$ cat config.mk
export PLATFORM = sky130hd
export DESIGN_NAME = utf8_to_panel_char_folder
export DESIGN_NICKNAME = d
export VERILOG_FILES = /design/src/rtl/core/ufold_pkg.sv /design/src/rtl/core/ufold_front.sv /design/src/rtl/core/ufold_queue.sv /design/src/rtl/core/ufold_back.sv /design/src/rtl/core/utf8_to_panel_char_folder.sv
export SDC_FILE = /design/constraint.sdc
export NUM_CORES = 1
export LEC_CHECK = 0
export BUFFER_PORTS_ARGS = -buffer_cell sky130_fd_sc_hd__buf_2
export CORE_MARGIN = 2
export CORE_UTILIZATION = 45
export CTS_BUF_LIST = sky130_fd_sc_hd__clkbuf_16
export DETAILED_ROUTE_END_ITERATION = 8
export HOLD_SLACK_MARGIN = 0.05
export RECOVER_POWER = 100
export SYNTH_ARGS = -nofsm -noshare
export SYNTH_HDL_FRONTEND = slang
export SYNTH_SLANG_ARGS = --single-unit
$ cat constraint.sdc
create_clock -name clock -period 11.6 [get_ports clock]
set_clock_uncertainty 0.1 [all_clocks]
set_input_delay 2.32 -clock clock [delete_from_list [all_inputs] [get_ports clock]]
set_output_delay 2.32 -clock clock [all_outputs]
set_load 0.03 [all_outputs]
$ cat src/rtl/core/ufold_pkg.sv
// Package for the UTF-8 to panel character folder.
// Holds the word types, byte constants, the Cyrillic ROM and the fold function.
// No dependencies.
`default_nettype none

package ufold_pkg;

   typedef struct packed {
      logic [7:0] in_byte;
      logic       string_first;
      logic       string_last;
   } req_type;

   typedef struct packed {
      logic [7:0] panel_char;
      logic       char_valid;
      logic       string_end;
   } rsp_type;

   typedef struct packed {
      logic [1:0] num;
      rsp_type    slot0;
      rsp_type    slot1;
   } push_type;

   localparam logic [7:0] SELECTOR   = 8'h15;
   localparam logic [7:0] QMARK      = 8'h3F;
   localparam logic [7:0] ROM_BASE   = 8'hA0;
   localparam logic [7:0] CYR_OFF_D0 = 8'h20;
   localparam logic [7:0] CYR_OFF_D1 = 8'h60;
   localparam logic [7:0] LEAD_C3    = 8'hC3;
   localparam logic [7:0] LEAD_C4    = 8'hC4;
   localparam logic [7:0] LEAD_C5    = 8'hC5;
   localparam logic [7:0] LEAD_D0    = 8'hD0;
   localparam logic [7:0] LEAD_D1    = 8'hD1;
   localparam logic [7:0] LEAD_MIN   = 8'hC2;
   localparam logic [7:0] LEAD3_MIN  = 8'hE0;
   localparam logic [7:0] LEAD4_MIN  = 8'hF0;
   localparam logic [7:0] LEAD_MAX   = 8'hF7;
   localparam logic [7:0] RAW_LO     = 8'h8B;
   localparam logic [7:0] RAW_HI     = 8'h8E;
   localparam logic [7:0] RAW_ONE    = 8'h95;
   localparam logic [7:0] ASCII_MAX  = 8'h7F;

   localparam logic [7:0] CYR_ROM [96] = '{
      8'h20, 8'hA2, 8'h3F, 8'h3F, 8'h3F, 8'h53, 8'h49, 8'h49,
      8'h4A, 8'h3F, 8'h3F, 8'h3F, 8'h3F, 8'h3F, 8'hCC, 8'h3F,
      8'h41, 8'hA0, 8'h42, 8'hA1, 8'hE0, 8'h45, 8'hA3, 8'hA4,
      8'hA5, 8'hA6, 8'h4B, 8'hA7, 8'h4D, 8'h48, 8'h4F, 8'hA8,
      8'h50, 8'h43, 8'h54, 8'hA9, 8'hAA, 8'h58, 8'hE1, 8'hAB,
      8'hAC, 8'hE2, 8'hAD, 8'hAE, 8'h62, 8'hAF, 8'hB0, 8'hB1,
      8'h61, 8'hB2, 8'hB3, 8'hB4, 8'hE3, 8'h65, 8'hB6, 8'hB7,
      8'hB8, 8'hB9, 8'hBA, 8'hBB, 8'hBC, 8'hBD, 8'h6F, 8'hBE,
      8'h70, 8'h63, 8'hBF, 8'h79, 8'hE4, 8'h78, 8'hE5, 8'hC0,
      8'hC1, 8'hE6, 8'hC2, 8'hC3, 8'hC4, 8'hC5, 8'hC6, 8'hC7,
      8'h4E, 8'hB5, 8'h3F, 8'h3F, 8'h3F, 8'h73, 8'h69, 8'h69,
      8'h6A, 8'h3F, 8'h3F, 8'h3F, 8'h3F, 8'h3F, 8'hCC, 8'h3F
   };

   function automatic logic in_rng(input logic [7:0] v, input logic [7:0] lo,
                                   input logic [7:0] hi);
      return (v >= lo) && (v <= hi);
   endfunction

   function automatic logic [7:0] by_parity(input logic [7:0] c, input logic par,
                                            input logic [7:0] up, input logic [7:0] lo);
      return (c[0] == par) ? up : lo;
   endfunction

   function automatic logic [7:0] fold_two(input logic [7:0] lead, input logic [7:0] c,
                                           input logic rus);
      logic [7:0] v;
      logic [7:0] r;
      r = QMARK;
      v = c + ((lead == LEAD_D0) ? CYR_OFF_D0 : CYR_OFF_D1);
      if (lead == LEAD_C3) begin
         priority if (in_rng(c, 8'h80, 8'h85)) r = "A";
         else if (in_rng(c, 8'h88, 8'h8B)) r = "E";
         else if (in_rng(c, 8'h8C, 8'h8F)) r = "I";
         else if (in_rng(c, 8'h92, 8'h96)) r = "O";
         else if (in_rng(c, 8'h99, 8'h9C)) r = "U";
         else if (in_rng(c, 8'hA0, 8'hA5)) r = "a";
         else if (in_rng(c, 8'hA8, 8'hAB)) r = "e";
         else if (in_rng(c, 8'hAC, 8'hAF)) r = "i";
         else if (in_rng(c, 8'hB2, 8'hB6)) r = "o";
         else if (in_rng(c, 8'hB9, 8'hBC)) r = "u";
         else r = QMARK;
      end else if (lead == LEAD_C4) begin
         priority if (in_rng(c, 8'h80, 8'h85)) r = by_parity(c, 1'b0, "A", "a");
         else if (in_rng(c, 8'h86, 8'h8D)) r = by_parity(c, 1'b0, "C", "c");
         else if (in_rng(c, 8'h8E, 8'h91)) r = by_parity(c, 1'b0, "D", "d");
         else if (in_rng(c, 8'h92, 8'h9B)) r = by_parity(c, 1'b0, "E", "e");
         else if (in_rng(c, 8'h9C, 8'hA3)) r = by_parity(c, 1'b0, "G", "g");
         else if (in_rng(c, 8'hA4, 8'hA7)) r = by_parity(c, 1'b0, "H", "h");
         else if (in_rng(c, 8'hA8, 8'hB3)) r = by_parity(c, 1'b0, "I", "i");
         else if (in_rng(c, 8'hB4, 8'hB5)) r = by_parity(c, 1'b0, "J", "j");
         else if (in_rng(c, 8'hB6, 8'hB7)) r = by_parity(c, 1'b0, "K", "k");
         else if (c == 8'hB8) r = "k";
         else if (in_rng(c, 8'hB9, 8'hBF)) r = by_parity(c, 1'b1, "L", "l");
         else r = QMARK;
      end else if (lead == LEAD_C5) begin
         priority if (in_rng(c, 8'h80, 8'h82)) r = by_parity(c, 1'b1, "L", "l");
         else if (in_rng(c, 8'h83, 8'h88)) r = by_parity(c, 1'b1, "N", "n");
         else if (c == 8'h89) r = "n";
         else if (in_rng(c, 8'h8A, 8'h8B)) r = by_parity(c, 1'b0, "N", "n");
         else if (in_rng(c, 8'h8C, 8'h93)) r = by_parity(c, 1'b0, "O", "o");
         else if (in_rng(c, 8'h94, 8'h99)) r = by_parity(c, 1'b0, "R", "r");
         else if (in_rng(c, 8'h9A, 8'hA1)) r = by_parity(c, 1'b0, "S", "s");
         else if (in_rng(c, 8'hA2, 8'hA7)) r = by_parity(c, 1'b0, "T", "t");
         else if (in_rng(c, 8'hA8, 8'hB3)) r = by_parity(c, 1'b0, "U", "u");
         else if (in_rng(c, 8'hB4, 8'hB5)) r = by_parity(c, 1'b0, "W", "w");
         else if (in_rng(c, 8'hB6, 8'hB8)) r = by_parity(c, 1'b0, "Y", "y");
         else if (in_rng(c, 8'hB9, 8'hBE)) r = by_parity(c, 1'b1, "Z", "z");
         else r = QMARK;
      end else if (rus && (lead == LEAD_D0 || lead == LEAD_D1)) begin
         if (v < ROM_BASE) r = v;
         else r = CYR_ROM[7'(v - ROM_BASE)];
      end
      return r;
   endfunction

endpackage

`default_nettype wire

$ cat src/rtl/core/ufold_front.sv
// Front end: accepts input words, tracks the open UTF-8 sequence and the mode
// register, and builds up to two result words per input. Uses ufold_pkg.
`default_nettype none

module ufold_front
   import ufold_pkg::*;
(
   input  wire logic     clock,
   input  wire logic     reset,
   input  wire logic     csr_wr_en,
   input  wire logic     csr_wr_data,
   input  wire logic     req_accept,
   input  wire req_type  req_data,
   output push_type      push
);

   logic       rus_ff, rus_in;
   logic [7:0] lead_ff, lead_in;
   logic [1:0] pend_ff, pend_in;
   logic       sel_ff, sel_in;

   always_ff @(posedge clock) begin
      if (reset) begin
         rus_ff  <= 1'b0;
         lead_ff <= '0;
         pend_ff <= '0;
         sel_ff  <= 1'b0;
      end else begin
         rus_ff  <= rus_in;
         lead_ff <= lead_in;
         pend_ff <= pend_in;
         sel_ff  <= sel_in;
      end
   end

   always_comb begin
      logic [7:0] b;
      logic       taken;
      logic       drop;
      logic       raw;
      logic [1:0] n;
      rsp_type    res [2];
      logic [1:0] pend;
      logic [7:0] lead;
      logic       sel;

      b      = req_data.in_byte;
      taken  = 1'b0;
      drop   = 1'b0;
      raw    = 1'b0;
      n      = '0;
      res[0] = '0;
      res[1] = '0;
      pend   = pend_ff;
      lead   = lead_ff;
      sel    = sel_ff;

      if (req_data.string_first) begin
         pend = '0;
         sel  = 1'b0;
         if (b == SELECTOR) begin
            sel   = 1'b1;
            taken = 1'b1;
         end
      end

      if (!taken && pend != 2'd0) begin
         if (b[7:6] == 2'b10) begin
            taken = 1'b1;
            pend  = pend - 2'd1;
            if (pend == 2'd0) begin
               res[n[0]] = '{(lead < LEAD3_MIN) ? fold_two(lead, b, rus_ff) : QMARK,
                             1'b1, 1'b0};
               n = n + 2'd1;
            end
         end else begin
            res[n[0]] = '{QMARK, 1'b1, 1'b0};
            n    = n + 2'd1;
            pend = '0;
         end
      end

      if (!taken) begin
         if (b <= ASCII_MAX) begin
            res[n[0]] = '{b, 1'b1, 1'b0};
            n = n + 2'd1;
            if (b == 8'h00) sel = 1'b0;
         end else if (in_rng(b, LEAD_MIN, LEAD_MAX)) begin
            lead = b;
            pend = (b < LEAD3_MIN) ? 2'd1 : ((b < LEAD4_MIN) ? 2'd2 : 2'd3);
            if (b >= LEAD4_MIN) sel = 1'b0;
         end else begin
            raw = rus_ff && (in_rng(b, RAW_LO, RAW_HI) || b == RAW_ONE);
            sel = 1'b0;
            res[n[0]] = '{raw ? b : QMARK, 1'b1, 1'b0};
            n = n + 2'd1;
         end
      end

      if (req_data.string_last) begin
         if (pend != 2'd0) begin
            drop = rus_ff && sel && pend == 2'd1 && (lead == LEAD_D0 || lead == LEAD_D1);
            if (!drop) begin
               res[n[0]] = '{QMARK, 1'b1, 1'b0};
               n = n + 2'd1;
            end
            pend = '0;
         end
         if (n == 2'd0) begin
            res[0] = '{8'h00, 1'b0, 1'b0};
            n = 2'd1;
         end
         if (n == 2'd2) res[1].string_end = 1'b1;
         else res[0].string_end = 1'b1;
         sel = 1'b0;
      end

      rus_in  = csr_wr_en ? csr_wr_data : rus_ff;
      lead_in = req_accept ? lead : lead_ff;
      pend_in = req_accept ? pend : pend_ff;
      sel_in  = req_accept ? sel : sel_ff;

      push.num   = req_accept ? n : 2'd0;
      push.slot0 = res[0];
      push.slot1 = res[1];
   end

endmodule

`default_nettype wire

$ cat src/rtl/core/ufold_queue.sv
// Result queue between front and back: up to two words written, one read per cycle.
// Uses ufold_pkg.
`default_nettype none

module ufold_queue
   import ufold_pkg::*;
#(
   parameter int DEPTH = 4
) (
   input  wire logic     clock,
   input  wire logic     reset,
   input  wire push_type push,
   input  wire logic     pop,
   output logic          room2,
   output logic          not_empty,
   output rsp_type       head
);

   localparam int PW = $clog2(DEPTH);
   localparam int CW = $clog2(DEPTH + 1);

   rsp_type       mem [DEPTH];
   logic [PW-1:0] wr_ptr_ff, wr_ptr_in;
   logic [PW-1:0] rd_ptr_ff, rd_ptr_in;
   logic [CW-1:0] count_ff, count_in;

   always_ff @(posedge clock) begin
      if (push.num != 2'd0) mem[wr_ptr_ff] <= push.slot0;
      if (push.num == 2'd2) mem[PW'(wr_ptr_ff + 1'b1)] <= push.slot1;
   end

   always_ff @(posedge clock) begin
      if (reset) begin
         wr_ptr_ff <= '0;
         rd_ptr_ff <= '0;
         count_ff  <= '0;
      end else begin
         wr_ptr_ff <= wr_ptr_in;
         rd_ptr_ff <= rd_ptr_in;
         count_ff  <= count_in;
      end
   end

   always_comb begin
      wr_ptr_in = PW'(wr_ptr_ff + PW'(push.num));
      rd_ptr_in = pop ? PW'(rd_ptr_ff + 1'b1) : rd_ptr_ff;
      count_in  = CW'(count_ff + CW'(push.num) - CW'(pop));
   end

   assign room2     = (count_ff <= CW'(DEPTH - 2));
   assign not_empty = (count_ff != '0);
   assign head      = mem[rd_ptr_ff];

endmodule

`default_nettype wire

$ cat src/rtl/core/ufold_back.sv
// Back end: output register that pops the result queue and drives the rsp channel.
// Uses ufold_pkg.
`default_nettype none

module ufold_back
   import ufold_pkg::*;
(
   input  wire logic    clock,
   input  wire logic    reset,
   input  wire logic    not_empty,
   input  wire rsp_type head,
   output logic         pop,
   output logic         rsp_valid,
   input  wire logic    rsp_stall,
   output rsp_type      rsp_data
);

   logic    valid_ff, valid_in;
   rsp_type data_ff, data_in;

   always_ff @(posedge clock) begin
      if (reset) valid_ff <= 1'b0;
      else valid_ff <= valid_in;
   end

   always_ff @(posedge clock) begin
      data_ff <= data_in;
   end

   always_comb begin
      pop      = not_empty && (!valid_ff || !rsp_stall);
      valid_in = pop ? 1'b1 : (valid_ff && rsp_stall);
      data_in  = pop ? head : data_ff;
   end

   assign rsp_valid = valid_ff;
   assign rsp_data  = data_ff;

endmodule

`default_nettype wire

$ cat src/rtl/core/utf8_to_panel_char_folder.sv
// Top level of the UTF-8 to panel character folder: front, result queue, back.
// Uses ufold_pkg, ufold_front, ufold_queue, ufold_back.
//
//   channel  ports                           width  direction
//   req      req_valid, req_stall, req_data  10     in
//   rsp      rsp_valid, rsp_stall, rsp_data  10     out
//   csr      csr_wr_en, csr_wr_data          1      in
//
// One input byte per cycle while req_stall is low; each byte gives zero, one or two words.
// After its byte is taken, a word passes the queue write, then the output register, to reach rsp.
// The output register drains one word per cycle when rsp_stall is low; a byte giving two
// words sends them in turn; req_stall rises while the queue has fewer than two free slots.
// Synchronous reset clears mode, sequence state, queue and output valid.
`default_nettype none

module utf8_to_panel_char_folder
   import ufold_pkg::*;
#(
   parameter int QUEUE_DEPTH = 4
) (
   input  wire logic    clock,
   input  wire logic    reset,
   input  wire logic    csr_wr_en,
   input  wire logic    csr_wr_data,
   input  wire logic    req_valid,
   output logic         req_stall,
   input  wire req_type req_data,
   output logic         rsp_valid,
   input  wire logic    rsp_stall,
   output rsp_type      rsp_data
);

   push_type push;
   logic     room2;
   logic     not_empty;
   logic     pop;
   rsp_type  head;
   logic     req_accept;

   assign req_stall  = !room2;
   assign req_accept = req_valid && room2;

   ufold_front u_front (
      .clock       (clock),
      .reset       (reset),
      .csr_wr_en   (csr_wr_en),
      .csr_wr_data (csr_wr_data),
      .req_accept  (req_accept),
      .req_data    (req_data),
      .push        (push)
   );

   ufold_queue #(
      .DEPTH (QUEUE_DEPTH)
   ) u_queue (
      .clock     (clock),
      .reset     (reset),
      .push      (push),
      .pop       (pop),
      .room2     (room2),
      .not_empty (not_empty),
      .head      (head)
   );

   ufold_back u_back (
      .clock     (clock),
      .reset     (reset),
      .not_empty (not_empty),
      .head      (head),
      .pop       (pop),
      .rsp_valid (rsp_valid),
      .rsp_stall (rsp_stall),
      .rsp_data  (rsp_data)
   );

endmodule

`default_nettype wire

== Word-level counts from Yosys, hierarchy flattened ==
Memory sizes are Yosys's and may differ from the RTL's. A register that Yosys moved wholly into a read port is not among the register bits.
Index checks and enable logic that the tools add are counted.
W data, S select, Z words.
Word-level totals
  memories: 2
  flip-flop bits (word level): 20
  memory bits (writable): 40
  logic and storage cells: 283
  ROM bits: 1024
  input bits: 16
  output and inout port bits: 12
Memory list
  (name not given): words 128, width 8, rd ports 1, clocked after Yosys merged registers in 0, wr ports 0, line ufold_pkg.sv:117  | else r = CYR_ROM[7'(v - ROM_BASE)];
  u_queue.mem: words 4, width 10, rd ports 1, clocked after Yosys merged registers in 1, wr ports 2, line ufold_queue.sv:22  | rsp_type mem [DEPTH];
Operators by class
  magnitude comparators: 63
  bitwise gates (word level): 6
  equal/unequal tests: 15
  mux-type cells: 123
  reduce and logical (&&, ||, !) cells: 56
  add/sub/neg operators: 10
Operators with widths (count)
  $mux W8: 44
  $le A8 B8 Y1 const B: 28
  $ge A8 B8 Y1 const B: 25
  $mux W20: 6
  $mux W6: 20
  $eq A8 B8 Y1 const B: 10
  $mux W10: 6
  $logic_and A1 B1 Y1: 41
  $bwmux W20: 2
  $mux W2: 20
  $lt A8 B8 Y1 const B: 4
  $mux W1: 21
  $demux W10 S1: 2
  $mux W7: 2
  $or A14 B14 Y14: 1
  $add A2 B1 Y2 const B: 4
  $add A8 B7 Y8: 1
  $eq A8 B5 Y1 const B: 1
  $le A8 B7 Y1 const B: 1
  $logic_not A8 Y1: 1
  $not A7 Y8: 1
  $sub A7 B6 Y7 const B: 1
  $and A6 B6 Y6: 1
  $eq A2 B2 Y1 const B: 3
  other kinds (15): 27

== Depth between registers and ports, before layout ==
  word-level depth: 31
  depth in mapped cells: 25
  gate-level depth less buffers: 21

== Modules after synthesis ==
Synthesis repeated with hierarchy kept, for this count alone.
Unflattened totals
  cell total of the unflattened synthesis: 750
  area total of the unflattened synthesis: 6701.4 µm²
By module, submodules not included
  ufold_front: cells an instance 591, area each 3838.7 µm², sequential area each 240.2 µm², times used 1
  ufold_queue: cells an instance 143, area each 2516.2 µm², sequential area each 1381.3 µm², times used 1
  ufold_back: cells an instance 14, area each 336.6 µm², sequential area each 320.3 µm², times used 1
  utf8_to_panel_char_folder: cells an instance 2, area each 10.0 µm², sequential area each 0.0 µm², times used 1

== Least setup slack after synthesis ==
OpenSTA, ideal clock, no wires.
  path kind: input to register
  from: in req_data[4] in the netlist's numbering
  to: reg u_queue.count_ff[2]
  library setup time: 0.128 ns
  cell stages on the path: 25
  path buffers: 6
  slack: 4.666 ns
  data required time: 11.372 ns
  arrival: 6.707 ns
  cells stage by stage: buf_6 > inv_1 > buf_2 > clkbuf_1 > ha_1 > nand2b_4 > and4_4 > buf_6 > or2_2 > clkbuf_1 > ha_1 > nand3_1 > a31oi_1 > inv_1 > ha_1 > nand2_1 > and3b_1 > buf_6 > nor3b_1 > ha_1 > inv_1 > fa_1 > xnor2_1 > xnor2_1 > nor2_1
On the way
  longest elaborated chain between the ends: 22
  elaborated cells between the ends (all ways): 54
  those cells by class: add/sub: 4; order compare: 6; eq/ne: 4; mux: 30; reduce/logical: 10
RTL lines
  from (decl): line utf8_to_panel_char_folder.sv:27  | input wire req_type req_data,
  branches (longest 18 deep; another with $add A2 B1 Y2)
  $mux W2 *: line ufold_front.sv:100  | if (req_data.string_last) begin
  $mux W2 *: line ufold_front.sv:123  | push.num = req_accept ? n : 2'd0;
  $add A3 B2 Y3 *: line ufold_queue.sv:47  | count_in = CW'(count_ff + CW'(push.num) - CW'(pop));
  $sub A3 B1 Y3 *: line ufold_queue.sv:47
  to (signal assigned): line ufold_queue.sv:40  | count_ff <= count_in;
  to (decl): line ufold_queue.sv:25  | logic [CW-1:0] count_ff, count_in;
Mark *: on every way between the ends. The select of a mux whose other input is x is not followed.
A chain may end at the register's enable or synchronous reset.

==> key figures <==
Outcome
  • Outcome: finished clean

STA
  • Setup_tns: 0 ns
  • Slew at the pin closest to its max-slew limit: 1.31 ns
  • Final Setup Violations: 0
  • Max Freq: 0.123 GHz
  • Final Max Tran Viols: 0
  • Max-slew headroom: approximately an eighth
  • Final hold violation count: 0
  • RSZ-0062 raised after global routing: no
  • Post-route minimum period: 8.15 ns
  • Period utilization: 70.2%

Critical path
  • CP required: 11.43 ns
  • Crit. End Element: flop
  • Worst setup SP type: primary input
  • CP Class: primary input to flop
  • Worst Path Max Fanout: between 60 and 70
  • Arr. time, crit path: between 7 and 8 ns

Hold path
  • HP Class: flop to flop

Global route
  • Initial antenna violation count: 0
  • First-pass GRT wire length: about 35 mm
  • Vias in the first global route: roughly 6.3k
  • Grt ovf: 0
  • GRT Overall Usage: 27.6%
  • Largest net degree at the start of global routing: between 60 and 70

Finish
  • Area Overhead vs Synth: 3.95%
  • Reg area: ~1900 um2
  • # diodes: 0
  • Most frequent cells in the layout: nand2_1, nor2_1, a21oi_1, edfxtp_1, o21ai_0
  • Footprint of the multi-input gates: 4370 um2
  • Fin nets: 804
  • Commonest non-fill, non-tap cell in the layout: nand2_1
  • Final Cell Area: 7080 um2
  • Share of cells above drive strength 1: 11.2%
  • Filler cell count: between 1k and 1.5k

Logic synthesis
  • Post-synthesis mux area share: under 10%
  • Yosys top cell by area: edfxtp_1
  • Sequential area share after synthesis: 27.9%
  • Post-synthesis compound-gate area fraction: 27.8%
  • Area contributors post-synth: edfxtp_1, dfxtp_1, nand2_1, a21oi_1, ha_1
  • Cell area after synthesis: 6810 um2
  • Synth warn: 0
  • Adder-Cell Fraction of Synth Area: ~4.3%
  • Flops & latches, synth: 70
  • Number of synthesized flops with an enable pin: 50
  • Largest family of logic cells by synthesized area: compound AO/OA/AOI/OAI gates
  • Post-Synth XOR/XNOR Area: 1.16%
  • Main synth FF type: edfxtp_1
  • Post-Synth Simple-Gate Area: 25.1%
  • Area fraction of the dominant cell type after synthesis: 22.1%
  • Synth unique cells: 102
  • Ys async rst share: 0%
  • Syn nets: 823
  • Mapped Cells: between 700 and 800
  • Synthesized area per cell: 8.67 um2

Clock network
  • TritonCTS Buffers: 9
  • CTS sink cnt: 70
  • Postcts setup bufs: 0
  • Skew-Pair Late Insertion Delay: 0.33 ns
  • Cts hold-fix bufs: 0
  • H-tree depth: 3
  • CTS-repair resized insts: 0
  • Root buf cell: clkbuf_16
  • Clock slew at reported path FFs: approximately 0.060 ns
  • CTS tree: built
  • Clock Path Buffers: 2

Power
  • VDD IR max: between 70 and 80 uV
  • Pwr dens: 142 nW/um2
  • Part of the power in registers: 36.9%
  • Power share of the clock group: 28.6%
  • Pint: around 0.64 mW
  • P_leak: 2.46 nW
  • Total power: roughly 1.0 mW
  • Comb pwr share: between 30% and 40%
  • Switching Share: 35.8%
  • P_sw: 0.359 mW

Routing
  • Routed Antenna Nets: 0
  • DRT Wirelength: between 20 and 25 mm
  • Vias per inst: ~7
  • Initial DRC Count: 898
  • Pre-antenna DRT Iters: 5
  • DR DRC count: 0
  • Vias: 6644
  • Drt wl/cell: 23.7 um

Job
  • Max-cap violations: 0

Die
  • Die ar.: 16100 um2
  • Initial Utilization: 46.5%
  • Die Y: 127 um
  • I/O Pins: 28
  • Cell Rows: 44
  • Core Area: around 15000 um2
  • DIE WIDTH: 127 um

Place
  • Post-DP HPWL: 16.5 mm
  • Port bufs: 27
  • DP Area: 6830 um2
  • RD Place Congestion: just over 1
[sequential cells by signal, summed over array words and instances, names as in the netlist, 2 cells and up]
register / cells
u_queue.rd_ptr_ff: 2
u_queue.wr_ptr_ff: 2
u_front.lead_ff: 8
u_back.rsp_data: 10
u_queue.mem: 40
u_queue.count_ff: 3
u_front.pend_ff: 2
[worst max-delay path, stage by stage]
cell and delay (ns):
buf_2 0.07, buf_4 0.53, inv_1 0.59, ha_1 0.40
nand2b_1 0.23, and4_1 0.42, or2_0 0.39, ha_1 0.22
nand3_1 0.07, a31oi_1 0.35, inv_1 0.18, ha_1 0.37
nand2_1 0.08, and3b_1 0.25, o2111ai_1 0.94, nand2_1 0.54
[area by class of cell]
| type | count | share of cell area [%] |
|---|---|---|
| Multi-Input combinational cell | 624 | 61.7 |
| Sequential cell | 70 | 26.9 |
| Tap cell | 184 | 3.25 |
| Clock buffer | 9 | 3.18 |
| Timing Repair Buffer | 33 | 2.25 |
| Inverter | 28 | 1.49 |
| Clock inverter | 7 | 1.26 |
[power groups by stage]
| stage | logic, mW | registers (mW) | clock network, mW |
|---|---|---|---|
| final | 0.346 | 0.370 | 0.287 |
| after global placement | 0.352 | 0.375 | 0 |
| after CTS | 0.355 | 0.372 | 0.292 |
| after floorplan | 0.240 | 0.399 | 0 |
| after detailed placement | 0.354 | 0.376 | 0 |
| after global routing | 0.374 | 0.378 | 0.303 |
[cells in the mapped netlist (all sizes together) (11+ instances only)]
library cell and n:
o21ai 44, a31oi 15, nand3 23, ha 20
mux2i 18, mux4 11, and2 11, o22ai 15
buf 44, edfxtp 50, nand2b 14, o31ai 11
nor2 68, clkbuf 19, dfxtp 20, nand2 76
nor2b 15, a21oi 56, a211oi 15, nor3 33
inv 28
[per-stage QoR]
step | cells | hold WS, ns | setup WS [ns] | utilization (%)
2_1_floorplan | 785 | 0.345 | 4.67 | -
3_3_place_gp | 939 | 0.358 | 4.07 | 46.7
3_5_place_dp | 939 | 0.368 | 3.91 | 46.7
4_1_cts | 955 | 0.376 | 4.23 | 48.8
5_1_grt | 955 | 0.404 | 3.04 | 48.3
6_report | 955 | 0.374 | 3.45 | 48.3
[worst paths after layout]
check | from | end | slack [ns] | cells past startpoint
hold / removal | u_front.lead_ff[3]$_SDFFE_PP0P_ | u_front.lead_ff[3]$_SDFFE_PP0P_ | 0.37 | 2
hold reg to reg | u_front.lead_ff[3]$_SDFFE_PP0P_ | u_front.lead_ff[3]$_SDFFE_PP0P_ | 0.37 | 2
setup reg to reg | u_front.pend_ff[0]$_SDFFE_PP0P_ | u_queue.mem[2][8]$_DFFE_PP_ | 6.60 | 14
setup / recovery | req_data[4] | u_queue.mem[2][8]$_DFFE_PP_ | 3.45 | 16
[routing by layer]
metal / vias up / part of all wire [%] / GRT usage [%] / wire length (um)
met5: - / 0 / 0 / 0
met4: 0 / 5.4 / 14.9 / 1220
met3: 82 / 8.6 / 5.36 / 1940
met2: 458 / 47 / 44.6 / 10600
met1: 3126 / 39 / 35.0 / 8860
li1: 2978 / - / - / -
[cell families (layout without fill, tap and decap cells)]
kind of cell	count (synthesis)	after routing
DFF	70	70
AOI/OAI and AO/OA	257	257
muxes	30	30
xor gates and xnor gates	9	9
adders and majority gates	22	22
and+or+nand+nor	306	306
buffers and inverters	91	77
Note: power is estimated with default switching activity, not from simulation.
